<file path="config.mk">
export PLATFORM = sky130hd
export DESIGN_NAME = mbe_cell
export DESIGN_NICKNAME = d
export VERILOG_FILES = /design/src/hdl/mbe_pkg.sv /design/src/hdl/mbe_cell.sv
export SDC_FILE = /design/constraint.sdc
export NUM_CORES = 2
export LEC_CHECK = 0
export ABC_AREA = 0
export BUFFER_PORTS_ARGS = -buffer_cell sky130_fd_sc_hd__buf_2
export CAP_MARGIN = 10
export CORE_AREA = 10 10 336 338
export DETAILED_ROUTE_END_ITERATION = 7
export DIE_AREA = 0 0 346 348
export PLACE_DENSITY = 0.74
export SKIP_CTS_REPAIR_TIMING = 1
export SYNTH_ARGS = -nofsm -noshare
export SYNTH_HDL_FRONTEND = slang
export SYNTH_SLANG_ARGS = --single-unit
</file>
<file path="constraint.sdc">
create_clock -name clk -period 1.7 [get_ports clk]
set_clock_uncertainty 0.2 [all_clocks]
set_input_delay 0.085 -clock clk [delete_from_list [all_inputs] [get_ports clk]]
set_output_delay 0.085 -clock clk [all_outputs]
set_load 0.03 [all_outputs]
</file>
<file path="src/hdl/mbe_pkg.sv">
`default_nettype none

package mbe_pkg;

	// Width of one multiplier digit; each cell of the product chain consumes one digit.
	localparam int DIGIT_W = 16;

	// Configuration register format.
	localparam int          CFG_W        = 16;
	localparam logic [15:0] MAX_ITER_RST = 16'd255;

endpackage

`default_nettype wire

</file>
<file path="src/hdl/mbe_cell.sv">
`default_nettype none

// One digit slice of the squaring chain. It multiplies the full operand
// magnitudes by its own digit of the multiplier operand and adds the shifted
// partial products into the running sums for x*x, y*y and x*y.
module mbe_cell #(
	parameter int NUM_DIGITS = 2,
	parameter int CELL_INDEX = 0
) (
	input  wire logic                                         clk,
	input  wire logic                                         arst_n,
	input  wire logic                                         in_valid,
	input  wire logic [NUM_DIGITS*mbe_pkg::DIGIT_W-1:0]       in_ax,
	input  wire logic [NUM_DIGITS*mbe_pkg::DIGIT_W-1:0]       in_ay,
	input  wire logic [2*NUM_DIGITS*mbe_pkg::DIGIT_W-1:0]     in_pxx,
	input  wire logic [2*NUM_DIGITS*mbe_pkg::DIGIT_W-1:0]     in_pyy,
	input  wire logic [2*NUM_DIGITS*mbe_pkg::DIGIT_W-1:0]     in_pxy,
	output logic                                              out_valid,
	output logic [NUM_DIGITS*mbe_pkg::DIGIT_W-1:0]            out_ax,
	output logic [NUM_DIGITS*mbe_pkg::DIGIT_W-1:0]            out_ay,
	output logic [2*NUM_DIGITS*mbe_pkg::DIGIT_W-1:0]          out_pxx,
	output logic [2*NUM_DIGITS*mbe_pkg::DIGIT_W-1:0]          out_pyy,
	output logic [2*NUM_DIGITS*mbe_pkg::DIGIT_W-1:0]          out_pxy
);

	localparam int DW  = mbe_pkg::DIGIT_W;
	localparam int OW  = NUM_DIGITS * DW;
	localparam int MW  = OW + DW;
	localparam int SW  = 2 * OW;
	localparam int SH  = CELL_INDEX * DW;

	logic [DW-1:0] dig_x;
	logic [DW-1:0] dig_y;
	logic [MW-1:0] m_xx;
	logic [MW-1:0] m_yy;
	logic [MW-1:0] m_xy;
	logic [SW-1:0] t_xx;
	logic [SW-1:0] t_yy;
	logic [SW-1:0] t_xy;

	logic          valid_q;
	logic [OW-1:0] ax_q;
	logic [OW-1:0] ay_q;
	logic [SW-1:0] pxx_q;
	logic [SW-1:0] pyy_q;
	logic [SW-1:0] pxy_q;

	assign dig_x = in_ax[SH +: DW];
	assign dig_y = in_ay[SH +: DW];

	assign m_xx = MW'(in_ax) * MW'(dig_x);
	assign m_yy = MW'(in_ay) * MW'(dig_y);
	assign m_xy = MW'(in_ax) * MW'(dig_y);

	assign t_xx = SW'(m_xx) << SH;
	assign t_yy = SW'(m_yy) << SH;
	assign t_xy = SW'(m_xy) << SH;

	always_ff @(posedge clk or negedge arst_n) begin
		if (!arst_n) begin
			valid_q <= 1'b0;
		end else begin
			valid_q <= in_valid;
		end
	end

	// Advance the partial sums one slice every cycle.
	always_ff @(posedge clk) begin
		ax_q  <= in_ax;
		ay_q  <= in_ay;
		pxx_q <= in_pxx + t_xx;
		pyy_q <= in_pyy + t_yy;
		pxy_q <= in_pxy + t_xy;
	end

	assign out_valid = valid_q;
	assign out_ax    = ax_q;
	assign out_ay    = ay_q;
	assign out_pxx   = pxx_q;
	assign out_pyy   = pyy_q;
	assign out_pxy   = pxy_q;

endmodule

`default_nettype wire

</file>
==> results_dict.tcl <==
set metrics [dict create \
    grt_overflow 0 \
    vias 49400 \
    clkSinkCount 257 \
    final_core_util_pct 72.5 \
    die_y_um 348 \
    ys_seq_area_share_pct 8.88 \
    min_period_over_period_pct 367 \
    start_util_pct 54.6 \
    synthesis.area_um2 58000 \
    track_usage_pct 28.6 \
    port_buffers 515 \
    dpl.hpwl_mm 145 \
    dieArea_um2 120000 \
    fin_ws_ps -4550 \
    status "finished, violations left" \
    fillers 7366 \
    finalSetupViolations 186 \
    cts_root_buf "clkbuf_16" \
    drive_above_1_share_pct 28.7 \
    min_period_ps 6250 \
    grt_pass1_vias 53100 \
    synth_edf_count 0 \
    rsz0062_at_grt "true" \
    synthArstFlopShare_pct 0.389 \
    yosys_warnings 0 \
    final_cells 9470 \
    via_per_inst 5.22 \
    dr.pass1.iters 6 \
    cts_tree "done" \
    synth.avg_cell_area_um2 8.86 \
    max-cap-violations 0 \
    grt_max_degree 38 \
    fin_hold_ws_ps -224 \
    ant_nets 0 \
    synth_fp_nets 8550 \
    dp_slack_ps -5390 \
    cp_slowest_cell "fa_2" \
    cpPeakStageDelay_ps 570 \
    maxSlewViolCount 0 \
    routed_wl_mm 185 \
    crit_top_cell "fa_1" \
    layout_common_cells "inv_1 (1762), fa_1 (1263), buf_4 (949), nand2_1 (867), buf_2 (483)" \
    path_depth 29 \
    yosysUniqueCellTypes 76 \
    timing.fmax_mhz 160 \
    dp.cells 9170 \
    core_area_um2 106000 \
    clkTransAtPathRegs_ps 60 \
    drt_first_iter_violations 3274 \
    violations "hold timing, setup timing" \
    ys_seq_elements 257 \
    max_slew.worst_pin.slew_ps 814 \
    critPathBufInv 11 \
    final_nets 10000 \
    clk_path_buf_depth 3 \
    finalHoldViolations 12 \
    synth_flop_cell "dfxtp_1" \
    detail_route.wl_per_cell_um 19.6 \
    io_pins 516 \
    drc 0 \
    crit_fanout 4 \
    worstPathRequired_ps 2050 \
    die_width_um 346 \
    antenna_found_initial 11 \
    critPathLaunchType "input pin" \
    row_count 120 \
    gp_congestion 0.931 \
    htreeDepth 2 \
    end_kind "register" \
    final_common_cell "inv_1" \
    hold_depth 4 \
    hp-class "input pin to register" \
    syn_inst 6551 \
    syn2layout_area_growth_pct 32.9 \
    grt_pass1_wl_mm 276 \
    path_delay_family "adder cells" \
    worstPathArrival_ps 6600 \
    critPathKind "input pin to register" \
    cts_buffers 36 \
    slew_headroom_pct 45.3 \
]
==> layout make-up <==
type | instances | area (um^2) | area share, %
Tap cell | 1403 | 1760 | 2.28
Multi-Input combinational cell | 4143 | 48000 | 62.2
Clock inverter | 20 | 215 | 0.279
Inverter | 1846 | 6960 | 9.02
Clock buffer | 45 | 955 | 1.24
Sequential cell | 257 | 5150 | 6.68
Antenna cell | 4 | 10.0 | 0.0130
Timing Repair Buffer | 1752 | 14100 | 18.2
==> cell families after synthesis <==
group | share of synthesized area, %
AO/OA/AOI/OAI | 5.76
flip-flops | 8.88
adder cells (fa/ha/maj) | 54.7
multiplexers | 0.104
AND/OR/NAND/NOR | 13.8
XOR/XNOR | 2.79
buffers and inverters | 13.9
==> per-layer routing <==
layer / up-vias / share of wire [%] / global-route usage [%]
met3: 549 / 8.3 / 6.02
met1: 24800 / 37 / 34.9
met5: - / 0.034 / 0
li1: 22000 / - / -
met2: 2065 / 50 / 49.9
met4: 12 / 5.1 / 10.4
==> sequential cells by signal (all words and copies together) (netlist names) <==
register and cells:
out_pxx 64, out_valid 1, out_ay 32, out_pxy 64
out_ax 32, out_pyy 64
==> synthesized netlist by cell type (22+ instances only) <==
cell	n	area (um^2)
xnor2_1	115	1010
ha_1	412	5150
and2_1	432	2700
nor2_1	114	428
fa_1	1328	26600
and3_1	26	163
nor3_1	25	125
clkbuf_1	289	1080
o21ai_0	74	370
o211ai_1	22	165
a21oi_1	156	781
nand3_1	51	255
nand4_1	32	200
inv_1	1845	6930
a21o_1	92	691
nand2_1	934	3510
xor2_1	70	613
dfxtp_1	256	5120
a31oi_1	24	150
==> worst paths after layout <==
path | from | to
max in group asynchronous | arst_n | out_valid
min in group asynchronous | arst_n | out_valid
setup / recovery | in_ax[10] | out_pxx[63]
hold / removal | in_pxy[50] | out_pxy[50]
==> per-stage QoR <==
stage          setup TNS [ps]  cell area [um^2]  hold WS (ps)
2_1_floorplan         -643690             61100          -411
3_3_place_gp          -792290             70900          -335
6_report              -663060             77100          -224
5_1_grt               -691200             77100          -218
4_1_cts               -682260             72100         -1000
3_5_place_dp          -800980             70900          -335
Power is not shown: default switching activity piles up to over one toggle a cycle in this logic, so the estimate is an artifact.
